File: src/hdl/ramr_pkg.sv
// ramr_pkg: shared types and constants for the rational add/multiply/reduce block
// used by the interfaces, the divider, the top level and the checker; no dependencies
`default_nettype none

package ramr_pkg;

  // field widths
  localparam int unsigned IN_W   = 16;
  localparam int unsigned NUM_W  = 33;
  localparam int unsigned DEN_W  = 31;
  localparam int unsigned PROD_W = 2 * IN_W;
  localparam int unsigned DIV_W  = 32;
  localparam int unsigned DIV_CNT_W = $clog2(DIV_W + 1);
  localparam int unsigned SHIFT_W   = 5;

  // action codes
  localparam logic ACT_ADD = 1'b0;
  localparam logic ACT_MUL = 1'b1;

  // status codes
  localparam logic STATUS_OK      = 1'b0;
  localparam logic STATUS_ZERO_DEN = 1'b1;

  // sequencer states
  typedef enum logic [2:0] {
    ST_IDLE,
    ST_MUL,
    ST_GCD,
    ST_DIVN,
    ST_DIVD,
    ST_OUT
  } state_t;

  // divider request and response
  typedef struct packed {
    logic             start;
    logic [DIV_W-1:0] dividend;
    logic [DIV_W-1:0] divisor;
  } div_req_t;

  typedef struct packed {
    logic             done;
    logic [DIV_W-1:0] quotient;
  } div_rsp_t;

endpackage

`default_nettype wire

File: src/hdl/ramr_if.sv
// ramr_in_if and ramr_out_if: valid/ready channels for operand and result beats
// depends on ramr_pkg for the field widths
`default_nettype none

interface ramr_in_if;
  logic                                 valid;
  logic                                 ready;
  logic                                 action;
  logic signed [ramr_pkg::IN_W-1:0]     first_num;
  logic signed [ramr_pkg::IN_W-1:0]     first_den;
  logic signed [ramr_pkg::IN_W-1:0]     second_num;
  logic signed [ramr_pkg::IN_W-1:0]     second_den;

  modport source (output valid, action, first_num, first_den, second_num, second_den,
                  input ready);
  modport sink   (input valid, action, first_num, first_den, second_num, second_den,
                  output ready);
  modport mon    (input valid, ready, action, first_num, first_den, second_num,
                  second_den);
endinterface

interface ramr_out_if;
  logic                                 valid;
  logic                                 ready;
  logic signed [ramr_pkg::NUM_W-1:0]    result_num;
  logic        [ramr_pkg::DEN_W-1:0]    result_den;
  logic                                 is_zero;
  logic                                 status;

  modport source (output valid, result_num, result_den, is_zero, status, input ready);
  modport sink   (input valid, result_num, result_den, is_zero, status, output ready);
  modport mon    (input valid, ready, result_num, result_den, is_zero, status);
endinterface

`default_nettype wire

File: src/hdl/rational_add_multiply_reduce.sv
// Sequence from an accepted beat to its result beat: multiplier steps, binary-GCD steps and
// the divider launch, two divisions by the GCD at one quotient bit per cycle, then the output
// register; a zero-denominator beat goes from the multiplier state straight to the output.
// Throughput: one item at a time; the next beat waits until the result is registered, so a result stall holds it off.
// Reset: rst_n is synchronous, active low; it clears the sequencer and the output valid.
// rational_add_multiply_reduce: top level; depends on ramr_pkg, ramr_if, ramr_div
`default_nettype none

module rational_add_multiply_reduce (
  input  logic       clk,
  input  logic       rst_n,
  ramr_in_if.sink    in_bus,
  ramr_out_if.source out_bus
);
  import ramr_pkg::*;

  state_t state_r, state_nxt;

  // latched operands
  logic                    act_r, act_nxt;
  logic                    err_r, err_nxt;
  logic signed [IN_W-1:0]  n1_r, n1_nxt, d1_r, d1_nxt, n2_r, n2_nxt, d2_r, d2_nxt;

  // product / sum stage
  logic [1:0]              step_r, step_nxt;
  logic signed [PROD_W-1:0] prod_r, prod_nxt;
  logic signed [NUM_W-1:0] acc_r, acc_nxt;
  logic                    neg_r, neg_nxt;

  // magnitudes and gcd
  logic [DIV_W-1:0]        un_r, un_nxt;
  logic [DEN_W-1:0]        ud_r, ud_nxt;
  logic [DIV_W-1:0]        ga_r, ga_nxt, gb_r, gb_nxt;
  logic [SHIFT_W-1:0]      k_r, k_nxt;
  logic [DIV_W-1:0]        g_r, g_nxt;
  logic [DIV_W-1:0]        qn_r, qn_nxt;
  logic [DEN_W-1:0]        qd_r, qd_nxt;

  // output register
  logic                    out_valid_r, out_valid_nxt;
  logic signed [NUM_W-1:0] out_num_r, out_num_nxt;
  logic [DEN_W-1:0]        out_den_r, out_den_nxt;
  logic                    out_zero_r, out_zero_nxt;
  logic                    out_status_r, out_status_nxt;

  // shared units
  logic signed [IN_W-1:0]   mul_a, mul_b;
  logic signed [PROD_W-1:0] mul_p;
  logic [DIV_W:0]           gdiff;
  logic [DIV_W:0]           gdiff_neg;
  logic [DIV_W-1:0]         gval;
  logic signed [NUM_W-1:0]  acc_neg;
  logic signed [PROD_W-1:0] prod_neg;
  logic [NUM_W-1:0]         qn_ext;
  logic                     in_acc, out_free, gcd_end;
  div_req_t                 div_req;
  div_rsp_t                 div_rsp;

  ramr_div u_div (
    .clk   (clk),
    .rst_n (rst_n),
    .req   (div_req),
    .rsp   (div_rsp)
  );

  assign in_acc   = in_bus.valid && in_bus.ready;
  assign out_free = !out_valid_r || out_bus.ready;
  assign gcd_end  = (ga_r == '0);

  // multiplier operand select
  always_comb begin
    case (step_r)
      2'd0:    begin mul_a = n1_r; mul_b = (act_r == ACT_MUL) ? n2_r : d2_r; end
      2'd1:    begin mul_a = d1_r; mul_b = n2_r; end
      default: begin mul_a = d1_r; mul_b = d2_r; end
    endcase
  end
  assign mul_p = PROD_W'(mul_a) * PROD_W'(mul_b);

  // magnitude, gcd and sign helpers
  assign acc_neg   = -acc_r;
  assign prod_neg  = -prod_r;
  assign gdiff     = {1'b0, ga_r} - {1'b0, gb_r};
  assign gdiff_neg = -gdiff;
  assign gval      = gb_r << k_r;
  assign qn_ext    = {1'b0, qn_r};

  // next state
  always_comb begin
    state_nxt = state_r;
    unique case (state_r)
      ST_IDLE: if (in_acc) state_nxt = ST_MUL;
      ST_MUL: begin
        if (err_r) state_nxt = ST_OUT;
        else if (step_r == 2'd3) state_nxt = ST_GCD;
      end
      ST_GCD:  if (gcd_end) state_nxt = ST_DIVN;
      ST_DIVN: if (div_rsp.done) state_nxt = ST_DIVD;
      ST_DIVD: if (div_rsp.done) state_nxt = ST_OUT;
      ST_OUT:  if (out_free) state_nxt = ST_IDLE;
      default: state_nxt = ST_IDLE;
    endcase
  end

  // datapath and outputs
  always_comb begin
    act_nxt = act_r;  err_nxt = err_r;
    n1_nxt = n1_r;  d1_nxt = d1_r;  n2_nxt = n2_r;  d2_nxt = d2_r;
    step_nxt = step_r;  prod_nxt = prod_r;  acc_nxt = acc_r;  neg_nxt = neg_r;
    un_nxt = un_r;  ud_nxt = ud_r;  ga_nxt = ga_r;  gb_nxt = gb_r;  k_nxt = k_r;
    g_nxt = g_r;  qn_nxt = qn_r;  qd_nxt = qd_r;
    out_valid_nxt = out_valid_r;  out_num_nxt = out_num_r;  out_den_nxt = out_den_r;
    out_zero_nxt = out_zero_r;  out_status_nxt = out_status_r;
    div_req.start    = 1'b0;
    div_req.dividend = un_r;
    div_req.divisor  = g_r;

    if (out_valid_r && out_bus.ready) out_valid_nxt = 1'b0;

    unique case (state_r)
      ST_IDLE: begin
        if (in_acc) begin
          act_nxt  = in_bus.action;
          n1_nxt   = in_bus.first_num;
          d1_nxt   = in_bus.first_den;
          n2_nxt   = in_bus.second_num;
          d2_nxt   = in_bus.second_den;
          err_nxt  = (in_bus.first_den == '0) || (in_bus.second_den == '0);
          step_nxt = 2'd0;
        end
      end
      ST_MUL: begin
        step_nxt = step_r + 2'd1;
        prod_nxt = mul_p;
        case (step_r)
          2'd0: ;
          2'd1: acc_nxt = {prod_r[PROD_W-1], prod_r};
          2'd2: if (act_r == ACT_ADD) acc_nxt = acc_r + {prod_r[PROD_W-1], prod_r};
          default: begin
            // raw result in acc_r over prod_r: split into sign and magnitudes
            prod_nxt = prod_r;
            neg_nxt  = acc_r[NUM_W-1] ^ prod_r[PROD_W-1];
            un_nxt   = acc_r[NUM_W-1] ? acc_neg[DIV_W-1:0] : acc_r[DIV_W-1:0];
            ud_nxt   = prod_r[PROD_W-1] ? prod_neg[DEN_W-1:0] : prod_r[DEN_W-1:0];
            ga_nxt   = acc_r[NUM_W-1] ? acc_neg[DIV_W-1:0] : acc_r[DIV_W-1:0];
            gb_nxt   = {1'b0, (prod_r[PROD_W-1] ? prod_neg[DEN_W-1:0] : prod_r[DEN_W-1:0])};
            k_nxt    = '0;
          end
        endcase
      end
      ST_GCD: begin
        // binary gcd, one step per cycle
        if (gcd_end) begin
          g_nxt            = gval;
          div_req.start    = 1'b1;
          div_req.dividend = un_r;
          div_req.divisor  = gval;
        end else if (!ga_r[0] && !gb_r[0]) begin
          ga_nxt = ga_r >> 1;
          gb_nxt = gb_r >> 1;
          k_nxt  = k_r + 1'b1;
        end else if (!ga_r[0]) begin
          ga_nxt = ga_r >> 1;
        end else if (!gb_r[0]) begin
          gb_nxt = gb_r >> 1;
        end else if (!gdiff[DIV_W]) begin
          ga_nxt = gdiff[DIV_W:1];
        end else begin
          gb_nxt = gdiff_neg[DIV_W:1];
        end
      end
      ST_DIVN: begin
        if (div_rsp.done) begin
          qn_nxt           = div_rsp.quotient;
          div_req.start    = 1'b1;
          div_req.dividend = {1'b0, ud_r};
          div_req.divisor  = g_r;
        end
      end
      ST_DIVD: begin
        if (div_rsp.done) qd_nxt = div_rsp.quotient[DEN_W-1:0];
      end
      ST_OUT: begin
        if (out_free) begin
          out_valid_nxt = 1'b1;
          if (err_r) begin
            out_num_nxt    = '0;
            out_den_nxt    = '0;
            out_zero_nxt   = 1'b0;
            out_status_nxt = STATUS_ZERO_DEN;
          end else begin
            out_num_nxt    = neg_r ? -qn_ext : qn_ext;
            out_den_nxt    = qd_r;
            out_zero_nxt   = (qn_r == '0);
            out_status_nxt = STATUS_OK;
          end
        end
      end
      default: ;
    endcase
  end

  // control state
  always_ff @(posedge clk) begin
    if (!rst_n) begin
      state_r     <= ST_IDLE;
      out_valid_r <= 1'b0;
      step_r      <= '0;
    end else begin
      state_r     <= state_nxt;
      out_valid_r <= out_valid_nxt;
      step_r      <= step_nxt;
    end
  end

  // payload registers
  always_ff @(posedge clk) begin
    act_r <= act_nxt;  err_r <= err_nxt;
    n1_r <= n1_nxt;  d1_r <= d1_nxt;  n2_r <= n2_nxt;  d2_r <= d2_nxt;
    prod_r <= prod_nxt;  acc_r <= acc_nxt;  neg_r <= neg_nxt;
    un_r <= un_nxt;  ud_r <= ud_nxt;  ga_r <= ga_nxt;  gb_r <= gb_nxt;  k_r <= k_nxt;
    g_r <= g_nxt;  qn_r <= qn_nxt;  qd_r <= qd_nxt;
    out_num_r <= out_num_nxt;  out_den_r <= out_den_nxt;
    out_zero_r <= out_zero_nxt;  out_status_r <= out_status_nxt;
  end

  assign in_bus.ready       = (state_r == ST_IDLE);
  assign out_bus.valid      = out_valid_r;
  assign out_bus.result_num = out_num_r;
  assign out_bus.result_den = out_den_r;
  assign out_bus.is_zero    = out_zero_r;
  assign out_bus.status     = out_status_r;

endmodule

`default_nettype wire

File: src/hdl/ramr_div.sv
// ramr_div: restoring unsigned divider, one quotient bit per cycle
// depends on ramr_pkg for div_req_t, div_rsp_t and DIV_W
`default_nettype none

module ramr_div (
  input  logic               clk,
  input  logic               rst_n,
  input  ramr_pkg::div_req_t req,
  output ramr_pkg::div_rsp_t rsp
);
  import ramr_pkg::*;

  logic                 busy_r, busy_nxt;
  logic                 done_r, done_nxt;
  logic [DIV_CNT_W-1:0] cnt_r, cnt_nxt;
  logic [DIV_W-1:0]     rem_r, rem_nxt;
  logic [DIV_W-1:0]     quo_r, quo_nxt;
  logic [DIV_W-1:0]     dvs_r, dvs_nxt;

  logic [DIV_W:0]       shifted;
  logic [DIV_W:0]       trial;
  logic                 take;

  // one shift-subtract step
  assign shifted = {rem_r, quo_r[DIV_W-1]};
  assign trial   = shifted - {1'b0, dvs_r};
  assign take    = ~trial[DIV_W];

  always_comb begin
    busy_nxt = busy_r;
    done_nxt = 1'b0;
    cnt_nxt  = cnt_r;
    rem_nxt  = rem_r;
    quo_nxt  = quo_r;
    dvs_nxt  = dvs_r;
    if (req.start) begin
      busy_nxt = 1'b1;
      cnt_nxt  = DIV_CNT_W'(DIV_W);
      rem_nxt  = '0;
      quo_nxt  = req.dividend;
      dvs_nxt  = req.divisor;
    end else if (busy_r) begin
      rem_nxt = take ? trial[DIV_W-1:0] : shifted[DIV_W-1:0];
      quo_nxt = {quo_r[DIV_W-2:0], take};
      cnt_nxt = cnt_r - 1'b1;
      if (cnt_r == DIV_CNT_W'(1)) begin
        busy_nxt = 1'b0;
        done_nxt = 1'b1;
      end
    end
  end

  // control state
  always_ff @(posedge clk) begin
    if (!rst_n) begin
      busy_r <= 1'b0;
      done_r <= 1'b0;
      cnt_r  <= '0;
    end else begin
      busy_r <= busy_nxt;
      done_r <= done_nxt;
      cnt_r  <= cnt_nxt;
    end
  end

  // datapath
  always_ff @(posedge clk) begin
    rem_r <= rem_nxt;
    quo_r <= quo_nxt;
    dvs_r <= dvs_nxt;
  end

  assign rsp.done     = done_r;
  assign rsp.quotient = quo_r;

endmodule

`default_nettype wire

File: src/flat_wrapper.sv
// flat-port wrapper written by rule: the top's interface ports become plain ports
module rational_add_multiply_reduce_flat import ramr_pkg::*;
  (clk, rst_n, in_bus_valid, in_bus_action, in_bus_first_num, in_bus_first_den, in_bus_second_num, in_bus_second_den, in_bus_ready, out_bus_valid, out_bus_result_num, out_bus_result_den, out_bus_is_zero, out_bus_status, out_bus_ready);
  ramr_in_if in_bus_i ();
  ramr_out_if out_bus_i ();
  input  logic clk;
  input  logic rst_n;
  input wire logic [$bits(in_bus_i.valid)-1:0] in_bus_valid;
  input wire logic [$bits(in_bus_i.action)-1:0] in_bus_action;
  input wire logic [$bits(in_bus_i.first_num)-1:0] in_bus_first_num;
  input wire logic [$bits(in_bus_i.first_den)-1:0] in_bus_first_den;
  input wire logic [$bits(in_bus_i.second_num)-1:0] in_bus_second_num;
  input wire logic [$bits(in_bus_i.second_den)-1:0] in_bus_second_den;
  output wire logic [$bits(in_bus_i.ready)-1:0] in_bus_ready;
  output wire logic [$bits(out_bus_i.valid)-1:0] out_bus_valid;
  output wire logic [$bits(out_bus_i.result_num)-1:0] out_bus_result_num;
  output wire logic [$bits(out_bus_i.result_den)-1:0] out_bus_result_den;
  output wire logic [$bits(out_bus_i.is_zero)-1:0] out_bus_is_zero;
  output wire logic [$bits(out_bus_i.status)-1:0] out_bus_status;
  input wire logic [$bits(out_bus_i.ready)-1:0] out_bus_ready;
  assign in_bus_i.valid = in_bus_valid;
  assign in_bus_i.action = in_bus_action;
  assign in_bus_i.first_num = in_bus_first_num;
  assign in_bus_i.first_den = in_bus_first_den;
  assign in_bus_i.second_num = in_bus_second_num;
  assign in_bus_i.second_den = in_bus_second_den;
  assign in_bus_ready = in_bus_i.ready;
  assign out_bus_valid = out_bus_i.valid;
  assign out_bus_result_num = out_bus_i.result_num;
  assign out_bus_result_den = out_bus_i.result_den;
  assign out_bus_is_zero = out_bus_i.is_zero;
  assign out_bus_status = out_bus_i.status;
  assign out_bus_i.ready = out_bus_ready;
  rational_add_multiply_reduce u_core (.clk(clk), .rst_n(rst_n), .in_bus(in_bus_i), .out_bus(out_bus_i));
endmodule
File: config.mk
export PLATFORM = sky130hd
export DESIGN_NAME = rational_add_multiply_reduce_flat
export DESIGN_NICKNAME = d
export VERILOG_FILES = /design/src/hdl/ramr_pkg.sv /design/src/hdl/ramr_if.sv /design/src/hdl/rational_add_multiply_reduce.sv /design/src/hdl/ramr_div.sv /design/src/flat_wrapper.sv
export SDC_FILE = /design/constraint.sdc
export NUM_CORES = 2
export LEC_CHECK = 0
export BUFFER_PORTS_ARGS = -buffer_cell sky130_fd_sc_hd__buf_2
export CORE_AREA = 2 2 259 261
export CTS_CLUSTER_DIAMETER = 30
export DETAILED_ROUTE_END_ITERATION = 6
export DIE_AREA = 0 0 261 263
export PLACE_DENSITY = 0.83
export SKIP_CTS_REPAIR_TIMING = 1
export SYNTH_ARGS = -nofsm -noshare
export SYNTH_HDL_FRONTEND = slang
export SYNTH_SLANG_ARGS = --single-unit
File: constraint.sdc
create_clock -name clk -period 8.6 [get_ports clk]
set_input_delay 1.72 -clock clk [delete_from_list [all_inputs] [get_ports clk]]
set_output_delay 1.72 -clock clk [all_outputs]
set_load 0.01 [all_outputs]
==> Word-level counts from Yosys, hierarchy flattened <==
Cells that the tools add are included.
{ "word_totals": {"register_bits": 535, "inputBits": 69, "output_inout_bits": 68, "wordCells": 164} }
{ "classes": {"add_sub_neg": 10, "multipliers": 1, "n_eq_ne": 23, "shift": 1, "muxes": 52, "bitwise_logic": 6, "n_reduce_logical": 37} }
{ "ops": {"columns": ["cell", "count"], "rows": [
  ["32-bit 2-to-1 mux", 17],
  ["65-bit 2-to-1 mux", 2],
  ["65-bit one-hot mux with 2 select lines", 1],
  ["32-bit one-hot mux with 2 select lines", 2],
  ["33-bit one-hot mux with 2 select lines", 1],
  ["32-bit logical NOT", 2],
  ["33-bit adder", 1],
  ["33-bit 2-to-1 mux", 1],
  ["32-bit negation with 33-bit output", 1],
  ["33-bit negation", 1],
  ["32-bit by 32-bit subtractor with 33-bit output", 1],
  ["33-bit by 32-bit subtractor with 33-bit output", 1],
  ["16-bit logical NOT", 2],
  ["16-bit by 16-bit multiplier with 32-bit output", 1],
  ["16-bit 2-to-1 mux", 2],
  ["32-bit negation", 1],
  ["16-bit one-hot mux with 2 select lines", 1],
  ["32-bit by 5-bit left shift with 32-bit output", 1],
  ["31-bit 2-to-1 mux", 1],
  ["31-bit negation", 1],
  ["3-bit 2-to-1 mux", 7],
  ["3-bit one-hot mux with 6 select lines", 1],
  ["2-bit AND reduction", 8],
  ["5-bit 2-to-1 mux", 3],
  ["32 further kinds", 70]
]} }

==> Depth between registers and ports, before layout <==
{ "logic_depth": {"depth_word": 8, "mapped_depth": 31} }

==> Cells and area by module <==
Synthesis repeated with hierarchy kept, for this count alone.
{ "unflattened": {"hier_cells": 3975, "hier_area_um2": 40497.6} }
{ "by_module_without_submodules": {"columns": ["mod", "n_inst", "cells_each", "area_per_inst_um2", "seq_area_each_um2"], "rows": [
  ["rational_add_multiply_reduce", 1, 3353, 34279.1, 12882.4],
  ["ramr_div", 1, 622, 6218.5, 2722.6]
]} }

==> Worst setup path before layout <==
OpenSTA, ideal clock, no wires.
{ "synth_path": {"path_kind": "reg2reg", "startpoint": "register u_core.step_r[0]", "endpoint": "register u_core.prod_r[30], data pin", "setup_time_ns": 0.258, "arrival_ns": 7.481, "setup_slack_ns": 0.861, "path_stages_with_launch": 30, "n_path_buf": 3, "synth_period_minus_slack_ns": 7.739, "cell_sequence": "dfxtp_1 inv_1 ha_1 clkbuf_1 buf_1 clkbuf_1 mux2i_1 nor2_1 fa_1 inv_1 fa_1 fa_1 inv_1 fa_1 fa_1 inv_1 fa_1 inv_1 ha_1 a21o_1 a21o_1 a21oi_1 o21bai_1 a21oi_1 o21bai_1 a221o_1 a211o_1 a41o_1 a21oi_1 xnor2_1"} }
{ "synth_via": {"elab_chain_cells": 3} }
{ "synth_rtl": {"columns": ["item", "line", "rtl"], "rows": [
  ["start, declared", "rational_add_multiply_reduce.sv:25", "logic [1:0] step_r, step_nxt;"],
  ["start signal, assigned", "rational_add_multiply_reduce.sv:212", "step_r <= step_nxt;"],
  ["2-bit by 1-bit == test with 1-bit output or 2-bit logical NOT (tied branches)", "rational_add_multiply_reduce.sv:72", "case (step_r)"],
  ["16-bit one-hot mux with 2 select lines or 16-bit 2-to-1 mux (tied branches)", "rational_add_multiply_reduce.sv:72", null],
  ["16-bit by 16-bit multiplier with 32-bit output (*)", "rational_add_multiply_reduce.sv:78", "assign mul_p = PROD_W'(mul_a) * PROD_W'(mul_b);"],
  ["net u_core.mul_p[30]", "rational_add_multiply_reduce.sv:48", "logic signed [PROD_W-1:0] mul_p;"],
  ["end signal, assigned", "rational_add_multiply_reduce.sv:220", "prod_r <= prod_nxt; acc_r <= acc_nxt; neg_r <= neg_nxt;"],
  ["end, declared", "rational_add_multiply_reduce.sv:26", "logic signed [PROD_W-1:0] prod_r, prod_nxt;"]
]} }
Mark *: on every way through the listed nets, which the timed path passes. The rest lies on a longest branch.
A chain may end at the register's enable or synchronous reset.

==> Final worst setup path <==
Same ends and word-level chain as after synthesis.

==> flow_summary.yaml <==
yosys:
  ys_ff_latch: 535
  syn_avg_cell_area_um2: 10.2
  async_reset_ff_share_pct: 0
  syn_area_um2: 39300
  ys_types: 101
  ys_seq_area_share_pct: 39.7
  synth_nets: 4379
  synthFlopType: "edfxtp_1"
  synth_edf_count: 489
  ys_warn_count: 0
  syn_inst: 3852
routing:
  routed_wirelength_um: 102000
  drc: 0
  wl_per_cell_um: 20.6
  vias_per_cell: 6.15
  vias: 30500
  ant_nets: 0
  drtPass1Iterations: 7
  dr.first_iter.drc_count: 3270
setup_path:
  crit_start: "u_core.step_r[0]$_SDFFE_PN0P_"
  crit_path_start_kind: "flop"
  endpoint_kind: "flop"
  r2r_slack_ps: 460
  crit_type: "flop to flop"
  r2r_start: "u_core.step_r[0]$_SDFFE_PN0P_"
  slowest_delay_ps: 550
  slowest_stage: "fa_1"
  cp_data_required_time_ps: 8970
  crit_fanout: 17
  worst-endpoint-arrival_ps: 8510
grt:
  globalRouteTotalUtil_pct: 30.1
  overflow: 0
  grt_first_pass_wirelength_um: 163000
  antenna_found_initial: 3
  grt_pass1_vias: 30600
  grt_max_degree: 77
timing:
  fmax_ghz: 0.123
  worstMarginPinSlew_ps: 1220
  setup_viol_count_final: 0
  finClkSkew_ps: 83.8
  finalSetupTns_ps: 0
  finalHoldViolCount: 0
  maxSlewHeadroom_pct: 18.9
  fin_crit_ps: 8140
  slew_violations: 0
  rsz0062_at_grt: "no"
  min_period_over_period_pct: 94.7
clocking:
  clock_sinks: 535
  h-tree-depth: 3
  clkTransAtPathRegs_ps: 50
  cts_tree: "built"
  cts_buffers: 106
  root_buffer: "clkbuf_16"
  cts_buffer_depth: 3
  clkLatencyLatePin_ps: 700
layout:
  final_common_cell: "edfxtp_1"
  areaGrowthSynthToFinish_pct: 13.7
  num_antenna_cells: 0
  mostFrequentLayoutCells: "edfxtp_1, nand2_1, nor2_1, inv_1, fa_1"
  nets: 4529
  design_area_um2: 44700
  drive_gt1_share_pct: 12.3
min_path:
  min-delay-start: "u_core.qd_r[9]$_DFFE_PP_"
  hold_path_class: "flop to flop"
placement:
  place.gp.congestion: 0.985
  hpwl_um: 73600
  io_buffers: 136
  placed_area_um2: 40900
die:
  die_x_um: 261
  coreArea_um2: 65600
  die_area_um2: 68600
  fp-row-count: 94
  ios: 137
  die_y_um: 263
  start_util_pct: 59.9
outcome:
  outcome: "complete, no violations"
run:
  drv_cap: 0
## synthesized netlist by cell type (56+ instances only)
library cell	count	area share, %
edfxtp_1	489	37
nand2_1	432	4.1
mux2i_1	76	1.9
nor2_1	427	4.1
a21oi_1	188	2.4
xor2_1	84	1.9
o21ai_0	131	1.7
xnor2_1	139	3.1
clkbuf_1	132	1.3
fa_1	265	13
inv_1	413	3.9
ha_1	193	6.1
a31oi_1	56	0.89
a21o_1	60	1.1
## stage by stage
step	hold slack, ps	util [%]	cells	setup slack [ps]
floorplan	445	-	3852	861
global placement	468	62.4	4758	676
detailed placement	478	62.4	4758	481
CTS	482	68.1	4958	463
global route	506	68.1	4958	16.3
finish	496	68.1	4958	459
## critical path, delay by kind of cell (launching register included)
kind / cells / cell delay (ps)
and+or+nand+nor: 1 / 150
xor gates and xnor gates: 1 / 80
DFF: 1 / 420
AOI/OAI and AO/OA: 12 / 3000
adders and majority gates: 8 / 3550
buffers and inverters: 7 / 670
## logic make-up (layout without fill, tap and decap cells)
group	Yosys count	after routing	synth area share (%)
compound gates	723	723	12.2
xor+xnor	223	223	4.97
fa+ha+maj	458	458	19.6
buf+inv	572	814	5.60
flops	535	535	39.7
mux	140	140	4.20
simple gates	1201	1201	13.7
## state kept, by name, summed over array words and instances, names as in the netlist, 6 cells and up
signal,flops
u_core.ud_r,31
u_core.gb_r,32
u_core.qn_r,32
u_core.ga_r,32
u_core.un_r,32
u_core.u_div.dvs_r,32
u_core.out_bus.result_num,33
u_core.prod_r,32
u_core.g_r,32
u_core.n1_r,16
u_core.out_bus.result_den,31
u_core.qd_r,31
u_core.u_div.quo_r,32
u_core.u_div.cnt_r,6
u_core.d1_r,16
u_core.n2_r,16
u_core.u_div.rem_r,32
u_core.acc_r,33
u_core.d2_r,16
## layout make-up
| type | instances | area (um^2) |
|---|---|---|
| clock buffers | 117 | 2710 |
| clock inverters | 83 | 1020 |
| fillers | 4672 | 20900 |
| flip-flops and latches | 535 | 15600 |
| multi-input cells | 2745 | 21600 |
| repair buffers | 197 | 1140 |
| inverters | 417 | 1570 |
| well taps | 864 | 1080 |
## path summary, 6_finish.rpt
| kind | endpoint | cells after the start |
|---|---|---|
| setup / recovery | u_core.prod_r[30]$_DFFE_PP_ | 29 |
| hold / removal | u_core.out_bus.result_den[9]$_SDFFCE_PP0P_ | 1 |
| setup reg to reg | u_core.prod_r[30]$_DFFE_PP_ | 29 |
| hold reg to reg | u_core.out_bus.result_den[9]$_SDFFCE_PP0P_ | 1 |
## layer usage
| metal | track usage (%) | part of all wire (%) | up-vias |
|---|---|---|---|
| met4 | 14.0 | 5.0 | 0 |
| met2 | 49.2 | 48 | 1560 |
| met5 | 0 | 0 | - |
| met3 | 5.87 | 8.6 | 328 |
| met1 | 38.6 | 39 | 14800 |
| li1 | - | - | 13800 |
Power is not shown: default switching activity piles up to over one toggle a cycle in this logic, so the estimate is an artifact.
